--- src/rtl/core/tsqm_pkg.sv ---
// shared types, constants and helper functions of the touch sample qualify and map block
package tsqm_pkg;

  // adc code and screen geometry
  localparam int unsigned CODE_W        = 12;
  localparam logic [CODE_W-1:0] CODE_FULL = 12'hFFF;
  localparam int unsigned SCREEN_WIDTH  = 240;
  localparam int unsigned SCREEN_HEIGHT = 320;
  localparam int unsigned SIZE_MAX      = (SCREEN_WIDTH > SCREEN_HEIGHT) ?
                                          SCREEN_WIDTH : SCREEN_HEIGHT;

  // quotient and numerator widths of the axis divider
  localparam int unsigned Q_W        = $clog2(SIZE_MAX);
  localparam int unsigned NUM_W      = CODE_W + Q_W;
  localparam int unsigned DIV_BITS   = 3;
  localparam int unsigned DIV_STAGES = (Q_W + DIV_BITS - 1) / DIV_BITS;

  localparam logic [Q_W-1:0] LAST_X = Q_W'(SCREEN_WIDTH - 1);
  localparam logic [Q_W-1:0] LAST_Y = Q_W'(SCREEN_HEIGHT - 1);

  // output field widths
  localparam int unsigned SX_W = 8;
  localparam int unsigned SY_W = 9;

  // configuration register indexes
  typedef enum logic [2:0] {
    REG_X_MIN     = 3'd0,
    REG_X_MAX     = 3'd1,
    REG_Y_MIN     = 3'd2,
    REG_Y_MAX     = 3'd3,
    REG_SWAP_AXES = 3'd4,
    REG_MIRROR_X  = 3'd5,
    REG_MIRROR_Y  = 3'd6,
    REG_PRESS_THR = 3'd7
  } cfg_reg_e;

  // one axis after range decode
  typedef struct packed {
    logic [CODE_W-1:0] diff;
    logic [CODE_W-1:0] den;
    logic              neg;
    logic              sat;
    logic              degen;
  } axis_pre_t;

  // one axis inside the divider
  typedef struct packed {
    logic [NUM_W-1:0]  rem;
    logic [Q_W-1:0]    quo;
    logic [CODE_W-1:0] den;
    logic              neg;
    logic              sat;
    logic              degen;
  } axis_div_t;

  // range decode of one axis
  function automatic axis_pre_t axis_decode(logic [CODE_W-1:0] code,
                                            logic [CODE_W-1:0] lo,
                                            logic [CODE_W-1:0] hi);
    axis_pre_t r;
    r.degen = (hi <= lo);
    r.neg   = (code < lo);
    r.sat   = (code >= hi);
    r.diff  = code - lo;
    r.den   = hi - lo;
    return r;
  endfunction

  // one restoring division step producing quotient bit bit_idx
  function automatic axis_div_t div_step(axis_div_t a, int unsigned bit_idx);
    logic [NUM_W:0] trial;
    axis_div_t      r;
    r     = a;
    trial = {1'b0, NUM_W'(a.den)} << bit_idx;
    if ({1'b0, a.rem} >= trial) begin
      r.rem = a.rem - trial[NUM_W-1:0];
      r.quo = a.quo | (Q_W'(1) << bit_idx);
    end
    return r;
  endfunction

  // mirror and clamp of one mapped axis
  function automatic logic [Q_W-1:0] axis_finish(axis_div_t a, logic mirror,
                                                 logic [Q_W-1:0] last);
    logic [Q_W-1:0] v;
    if (a.degen || a.neg) begin
      v = mirror ? last : '0;
    end else if (a.sat) begin
      v = mirror ? '0 : last;
    end else begin
      v = mirror ? (last - a.quo) : a.quo;
    end
    return v;
  endfunction

endpackage

--- src/rtl/core/touch_sample_qualify_and_map_top.sv ---
// touch sample qualification and min/max linear mapping to screen coordinates
//
//  channel  | direction | transfer                  | payload
//  ---------+-----------+---------------------------+---------------------------------------
//  s_axis   | in        | tvalid & tready           | tuser: pen_down; tdata: x, y, z1, z2
//  m_axis   | out       | tvalid & tready           | tuser: touched; tdata: screen_x, y
//  cfg      | in        | cfg_valid_i & cfg_ready_o | cfg_addr_i register, cfg_data_i value
//
//  one sample per cycle sustained while m_axis accepts; the pipeline is stage 1, stage 2,
//  DIV_STAGES restoring divider stages and the output stage, three quotient bits per stage.
//  reset clears all valid bits and loads the register defaults; configuration always ready.
//  a stall on m_axis holds every stage that cannot move, bubbles are squeezed out.
module touch_sample_qualify_and_map_top
  import tsqm_pkg::*;
(
  input  logic                clk_i,
  input  logic                rst_ni,

  input  logic                s_axis_tvalid,
  output logic                s_axis_tready,
  input  logic [47:0]         s_axis_tdata,  // raw_x, raw_y, pressure_z1, pressure_z2
  input  logic [0:0]          s_axis_tuser,  // pen_down

  output logic                m_axis_tvalid,
  input  logic                m_axis_tready,
  output logic [23:0]         m_axis_tdata,  // screen_x, screen_y, zero fill
  output logic [0:0]          m_axis_tuser,  // touched

  input  logic                cfg_valid_i,
  output logic                cfg_ready_o,
  input  logic [2:0]          cfg_addr_i,
  input  logic [CODE_W-1:0]   cfg_data_i
);

  // configuration registers
  logic [CODE_W-1:0] x_min_q, x_max_q, y_min_q, y_max_q, thr_q;
  logic              swap_q, mirror_x_q, mirror_y_q;

  assign cfg_ready_o = 1'b1;

  always_ff @(posedge clk_i or negedge rst_ni) begin
    if (!rst_ni) begin
      x_min_q    <= '0;
      x_max_q    <= CODE_FULL;
      y_min_q    <= '0;
      y_max_q    <= CODE_FULL;
      swap_q     <= 1'b0;
      mirror_x_q <= 1'b0;
      mirror_y_q <= 1'b0;
      thr_q      <= CODE_W'(60);
    end else if (cfg_valid_i) begin
      unique case (cfg_reg_e'(cfg_addr_i))
        REG_X_MIN:     x_min_q    <= cfg_data_i;
        REG_X_MAX:     x_max_q    <= cfg_data_i;
        REG_Y_MIN:     y_min_q    <= cfg_data_i;
        REG_Y_MAX:     y_max_q    <= cfg_data_i;
        REG_SWAP_AXES: swap_q     <= cfg_data_i[0];
        REG_MIRROR_X:  mirror_x_q <= cfg_data_i[0];
        REG_MIRROR_Y:  mirror_y_q <= cfg_data_i[0];
        REG_PRESS_THR: thr_q      <= cfg_data_i;
        default: ;
      endcase
    end
  end

  // pipeline valid bits and ready chain
  logic                  v1_q, v2_q, vo_q;
  logic [DIV_STAGES-1:0] dv_q;
  logic                  rdy1, rdy2, rdy_o;
  logic [DIV_STAGES-1:0] drdy;

  assign rdy_o = !vo_q || m_axis_tready;
  always_comb begin
    drdy[DIV_STAGES-1] = !dv_q[DIV_STAGES-1] || rdy_o;
    for (int s = DIV_STAGES - 2; s >= 0; s--) begin
      drdy[s] = !dv_q[s] || drdy[s+1];
    end
  end
  assign rdy2          = !v2_q || drdy[0];
  assign rdy1          = !v1_q || rdy2;
  assign s_axis_tready = rdy1;

  always_ff @(posedge clk_i or negedge rst_ni) begin
    if (!rst_ni) begin
      v1_q <= 1'b0;
      v2_q <= 1'b0;
      dv_q <= '0;
      vo_q <= 1'b0;
    end else begin
      if (rdy1) v1_q <= s_axis_tvalid;
      if (rdy2) v2_q <= v1_q;
      if (drdy[0]) dv_q[0] <= v2_q;
      for (int s = 1; s < DIV_STAGES; s++) begin
        if (drdy[s]) dv_q[s] <= dv_q[s-1];
      end
      if (rdy_o) vo_q <= dv_q[DIV_STAGES-1];
    end
  end

  // stage 1: qualification, axis swap and range decode
  logic [CODE_W-1:0] raw_x, raw_y, z1, z2, press, ax, ay;
  logic              qual_d, qual1_q;
  axis_pre_t         px_d, py_d, px_q, py_q;

  assign raw_x = s_axis_tdata[11:0];
  assign raw_y = s_axis_tdata[23:12];
  assign z1    = s_axis_tdata[35:24];
  assign z2    = s_axis_tdata[47:36];

  always_comb begin
    press  = (z2 >= z1) ? (z2 - z1) : (z1 - z2);
    qual_d = s_axis_tuser[0] && (press >= thr_q) &&
             (raw_x != '0) && (raw_x != CODE_FULL) &&
             (raw_y != '0) && (raw_y != CODE_FULL);
    ax     = swap_q ? raw_y : raw_x;
    ay     = swap_q ? raw_x : raw_y;
    px_d   = axis_decode(ax, x_min_q, x_max_q);
    py_d   = axis_decode(ay, y_min_q, y_max_q);
  end

  always_ff @(posedge clk_i) begin
    if (rdy1) begin
      qual1_q <= qual_d;
      px_q    <= px_d;
      py_q    <= py_d;
    end
  end

  // stage 2: numerator product
  logic      qual2_q;
  axis_div_t dx2_d, dy2_d, dx2_q, dy2_q;

  always_comb begin
    dx2_d.rem   = NUM_W'(px_q.diff) * NUM_W'(LAST_X);
    dx2_d.quo   = '0;
    dx2_d.den   = px_q.den;
    dx2_d.neg   = px_q.neg;
    dx2_d.sat   = px_q.sat;
    dx2_d.degen = px_q.degen;
    dy2_d.rem   = NUM_W'(py_q.diff) * NUM_W'(LAST_Y);
    dy2_d.quo   = '0;
    dy2_d.den   = py_q.den;
    dy2_d.neg   = py_q.neg;
    dy2_d.sat   = py_q.sat;
    dy2_d.degen = py_q.degen;
  end

  always_ff @(posedge clk_i) begin
    if (rdy2) begin
      qual2_q <= qual1_q;
      dx2_q   <= dx2_d;
      dy2_q   <= dy2_d;
    end
  end

  // divider stages, quotient bits from the top down
  axis_div_t [DIV_STAGES-1:0] dx_q, dy_q;
  logic      [DIV_STAGES-1:0] dqual_q;

  for (genvar s = 0; s < DIV_STAGES; s++) begin : g_div
    axis_div_t sx_in, sy_in, sx_d, sy_d;
    logic      sq_in;

    if (s == 0) begin : g_head
      assign sx_in = dx2_q;
      assign sy_in = dy2_q;
      assign sq_in = qual2_q;
    end else begin : g_body
      assign sx_in = dx_q[s-1];
      assign sy_in = dy_q[s-1];
      assign sq_in = dqual_q[s-1];
    end

    always_comb begin
      int idx;
      sx_d = sx_in;
      sy_d = sy_in;
      for (int k = 0; k < DIV_BITS; k++) begin
        idx = int'(Q_W) - 1 - (s * int'(DIV_BITS) + k);
        if (idx >= 0) begin
          sx_d = div_step(sx_d, unsigned'(idx));
          sy_d = div_step(sy_d, unsigned'(idx));
        end
      end
    end

    always_ff @(posedge clk_i) begin
      if (drdy[s]) begin
        dqual_q[s] <= sq_in;
        dx_q[s]    <= sx_d;
        dy_q[s]    <= sy_d;
      end
    end
  end

  // output stage: mirror, clamp and zero for rejected samples
  logic [Q_W-1:0]  fx, fy;
  logic [SX_W-1:0] sx_d, sx_q;
  logic [SY_W-1:0] sy_d, sy_q;
  logic            touched_q;

  always_comb begin
    fx   = axis_finish(dx_q[DIV_STAGES-1], mirror_x_q, LAST_X);
    fy   = axis_finish(dy_q[DIV_STAGES-1], mirror_y_q, LAST_Y);
    sx_d = dqual_q[DIV_STAGES-1] ? SX_W'(fx) : '0;
    sy_d = dqual_q[DIV_STAGES-1] ? SY_W'(fy) : '0;
  end

  always_ff @(posedge clk_i) begin
    if (rdy_o) begin
      touched_q <= dqual_q[DIV_STAGES-1];
      sx_q      <= sx_d;
      sy_q      <= sy_d;
    end
  end

  assign m_axis_tvalid   = vo_q;
  assign m_axis_tuser[0] = touched_q;
  assign m_axis_tdata    = {7'd0, sy_q, sx_q};

endmodule
--- config.mk ---
export PLATFORM = sky130hd
export DESIGN_NAME = touch_sample_qualify_and_map_top
export DESIGN_NICKNAME = d
export VERILOG_FILES = /design/src/rtl/core/tsqm_pkg.sv /design/src/rtl/core/touch_sample_qualify_and_map_top.sv
export SDC_FILE = /design/constraint.sdc
export NUM_CORES = 1
export LEC_CHECK = 0
export ABC_AREA = 1
export BUFFER_PORTS_ARGS = -buffer_cell sky130_fd_sc_hd__buf_4
export CAP_MARGIN = 20
export CORE_ASPECT_RATIO = 0.75
export CORE_MARGIN = 2
export CORE_UTILIZATION = 59
export DETAILED_ROUTE_END_ITERATION = 10
export GPL_ROUTABILITY_DRIVEN = 1
export PLACE_DENSITY_LB_ADDON = 0.2
export SYNTH_ARGS = -nofsm -noshare
export SYNTH_HDL_FRONTEND = slang
export SYNTH_SLANG_ARGS = --single-unit
--- constraint.sdc ---
create_clock -name clk_i -period 11.5 [get_ports clk_i]
set_input_delay 2.875 -clock clk_i [delete_from_list [all_inputs] [get_ports clk_i]]
set_output_delay 2.875 -clock clk_i [all_outputs]
set_load 0.01 [all_outputs]
==> metrics.md <==
| Metric | Value |
|---|---|
| Outcome | `finished, final reports clean` |
| Placed Area | `0.03681 mm^2` |
| GRT Total Usage | `27.31%` |
| Dpl ws | `3.039 ns` |
| Cell taking the most area after synthesis | `edfxtp_1` |
| Initial antenna violation count | `3` |
| Fin. max-slew vios | `0` |
| CP max FO | `39` |
| Worst-path clk slew | `0.06 ns` |
| Worst Skew | `0.02981 ns` |
| Endpoints failing setup | `0` |
| CTS buffer count | `45` |
| Number of synthesized flops with an enable pin | `331` |
| Syn Inst Count | `4268` |
| Worst skew pair latency | `0.61 ns` |
| CTS tree | `yes` |
| Hold WC Path Type | `reg -> reg` |
| List of most frequent post-synthesis cells | `nand2_1 (875), inv_1 (666), ha_1 (416)` |
| Metal3 WL | `7.248 mm` |
| Leading post-synthesis cells by cell area | `edfxtp_1 (28%), ha_1 (15%), nand2_1 (9.3%), inv_1 (7.1%), fa_1 (6.2%)` |
| Via-to-Cell Ratio | `5.485` |
| DR WL met2 | `32.55 mm` |
| Final non-filler cell area | `0.03835 mm^2` |
| Final period utilization | `73.36%` |
| CTS resizes | `0` |
| Layout cell share with drive strength beyond 1 | `7.787%` |
| Endpoint class of the critical path | `output port` |
| Nature of the critical path startpoint | `input pin` |
| Most used DFF post-synth | `edfxtp_1` |
| Overflow after GRT | `0` |
| DRC | `0` |
| Synth unique cells | `69` |
| DRT met1 WL | `42.86 mm` |
| Row cnt | `77` |
| Finished Layout Cells | `5183` |
| CP Data Arrival Time | `5.56 ns` |
| Die ar. | `0.06207 mm^2` |
| Final WL | `83.72 mm` |
| Max H-tree Level | `2` |
| Max Root-Sink Buffers | `3` |
| Period minus WS final | `8.436 ns` |
| Fmax | `118.5 MHz` |
| Synth Register Bits | `400` |
| Final TNS setup | `0 ns` |
| Gpl congestion | `0.9564` |
| # clock sinks | `400` |
| Final setup margin | `3.064 ns` |
| WP data required | `8.63 ns` |
| Ys async rst share | `17.25%` |
| Nets | `4949` |
| Warnings, synthesis | `0` |
| Starting Density | `59.92%` |
| Chip width | `287.0 um` |
| RSZ-0062 raised after global routing | `false` |
| Vias in the first global route | `26.28k` |
| Hold Buf Count CTS | `0` |
| Count leader, synth | `nand2_1` |
| Max Cap Viol | `0` |
| Pre-antenna DRT Iters | `5` |
| Setup CP Type | `in -> out` |
| Initial drt markers | `2678` |
| Core area | `0.05915 mm^2` |
| Worst Tran Pin Value | `0.9460 ns` |
| Max Used Layer | `met5` |
| Largest net degree at the start of global routing | `80` |
| Dpl cells | `5096` |
| Slew margin rel. | `36.93%` |
| Synth top area share | `28.04%` |
| Post-synthesis sequential area ratio | `33.01%` |
| Die Height | `216.3 um` |
| Routed length per instance | `16.15 um` |
| Synth Cell Area | `0.03544 mm^2` |
| Mean post-synth cell area | `8.305 um^2` |
| DR vias | `28.43k` |
| Dpl hpwl | `67.38 mm` |
| First-pass GRT wire length | `136.8 mm` |
| Synth-to-layout area growth | `8.204%` |
| Postcts setup bufs | `0` |
| # IOs | `97` |
| Layout fillers | `5050` |
| Final hold vios | `0` |
| CTS root buffer | `clkbuf_16` |
| Port Buf Inserts | `88` |
| Post-route ant nets | `0` |
==> through the flow <==
stage	utilization [%]	hold WS, ns
after global placement	62.23	0.4010
after global routing	64.83	0.4197
after CTS	64.80	0.4170
after floorplan	-	0.4003
final	64.83	0.4146
after detailed placement	62.23	0.4045
==> final timing paths <==
| path | start | end | slack, ns | depth (start not counted) |
|---|---|---|---|---|
| hold / removal | dx2_q[2] | dx_q[2] | 0.41 | 0 |
| max in group asynchronous | rst_ni | m_axis_tvalid | 8.45 | 1 |
| min in group asynchronous | rst_ni | v1_q | 2.41 | 1 |
| setup reg to reg | dy_q[13] | dy_q[86] | 3.58 | 35 |
| hold reg to reg | dx2_q[2] | dx_q[2] | 0.41 | 0 |
| setup / recovery | m_axis_tready | s_axis_tready | 3.06 | 12 |
==> per-layer routing <==
metal  GRT usage, %  up-vias
met5              0        -
met4          4.948        4
met3          5.189       72
met2          37.67      900
met1          44.19    13040
li1               -    14410
==> cell families (layout without fill, tap and decap cells) <==
logic type	count (synthesis)	count (layout)	synth area share, %
simple gates	1545	1545	19.38
compound gates	790	790	12.12
buf+inv	754	872	8.373
fa+ha+maj	525	525	20.84
flops	400	400	33.01
xor+xnor	246	246	6.079
mux	6	6	0.1765
other cells	2	9	0.02119
==> worst max-delay path: stages <==
cell        delay (ns)
buf_4             0.11
nor2_1            0.09
inv_1             0.31
nor2_1            0.18
inv_1             0.07
nor2_1            0.17
clkinvlp_4        0.68
nor2_1            0.38
inv_2             0.07
nor2_1            0.25
nand2_2           0.17
buf_4             0.18
==> final cells by class <==
cell class                      instances  area, um^2  area share [%]
Inverter                              691        2603           6.786
Clock inverter                         32       341.6          0.8906
Tap cell                              790       988.4           2.577
Multi-Input combinational cell       3120       20810           54.25
Sequential cell                       400       11700           30.51
Antenna cell                            1       2.502        0.006525
Timing Repair Buffer                   97       728.2           1.899
Clock buffer                           52        1182           3.083
==> cell usage in the layout (no fill, tap or decap), types with 22 or more instances in the layout <==
cell and count:
nand2_1 874, inv_1 663, ha_1 416, edfxtp_1 331, a21oi_1 326, o21ai_0 325, nor2_1 261, nand3_1 175
xor2_1 149, fa_1 109, xnor2_1 97, buf_4 97, nand4_1 67, clkbuf_16 45, dfrtp_1 41, dfstp_2 28
nor3_1 23, inv_2 23, o21bai_1 22
==> flip-flops by register name, indices dropped and copies added, names as in the netlist, 3 cells and up <==
name and count:
x_max_q 12, y_max_q 12, py_q 12, y_min_q 12
sx_q 8, px_q 12, dy2_q 36, dx_q 90
thr_q 12, dx2_q 35, g_div.sq_in 3, dv_q 3
sy_q 9, dx2_d 15, dy_q 93, dy2_d 15
x_min_q 12
Power is left out: the tool's default activity adds up to more than one toggle a clock period on the data nets, which glitch-free logic cannot reach.
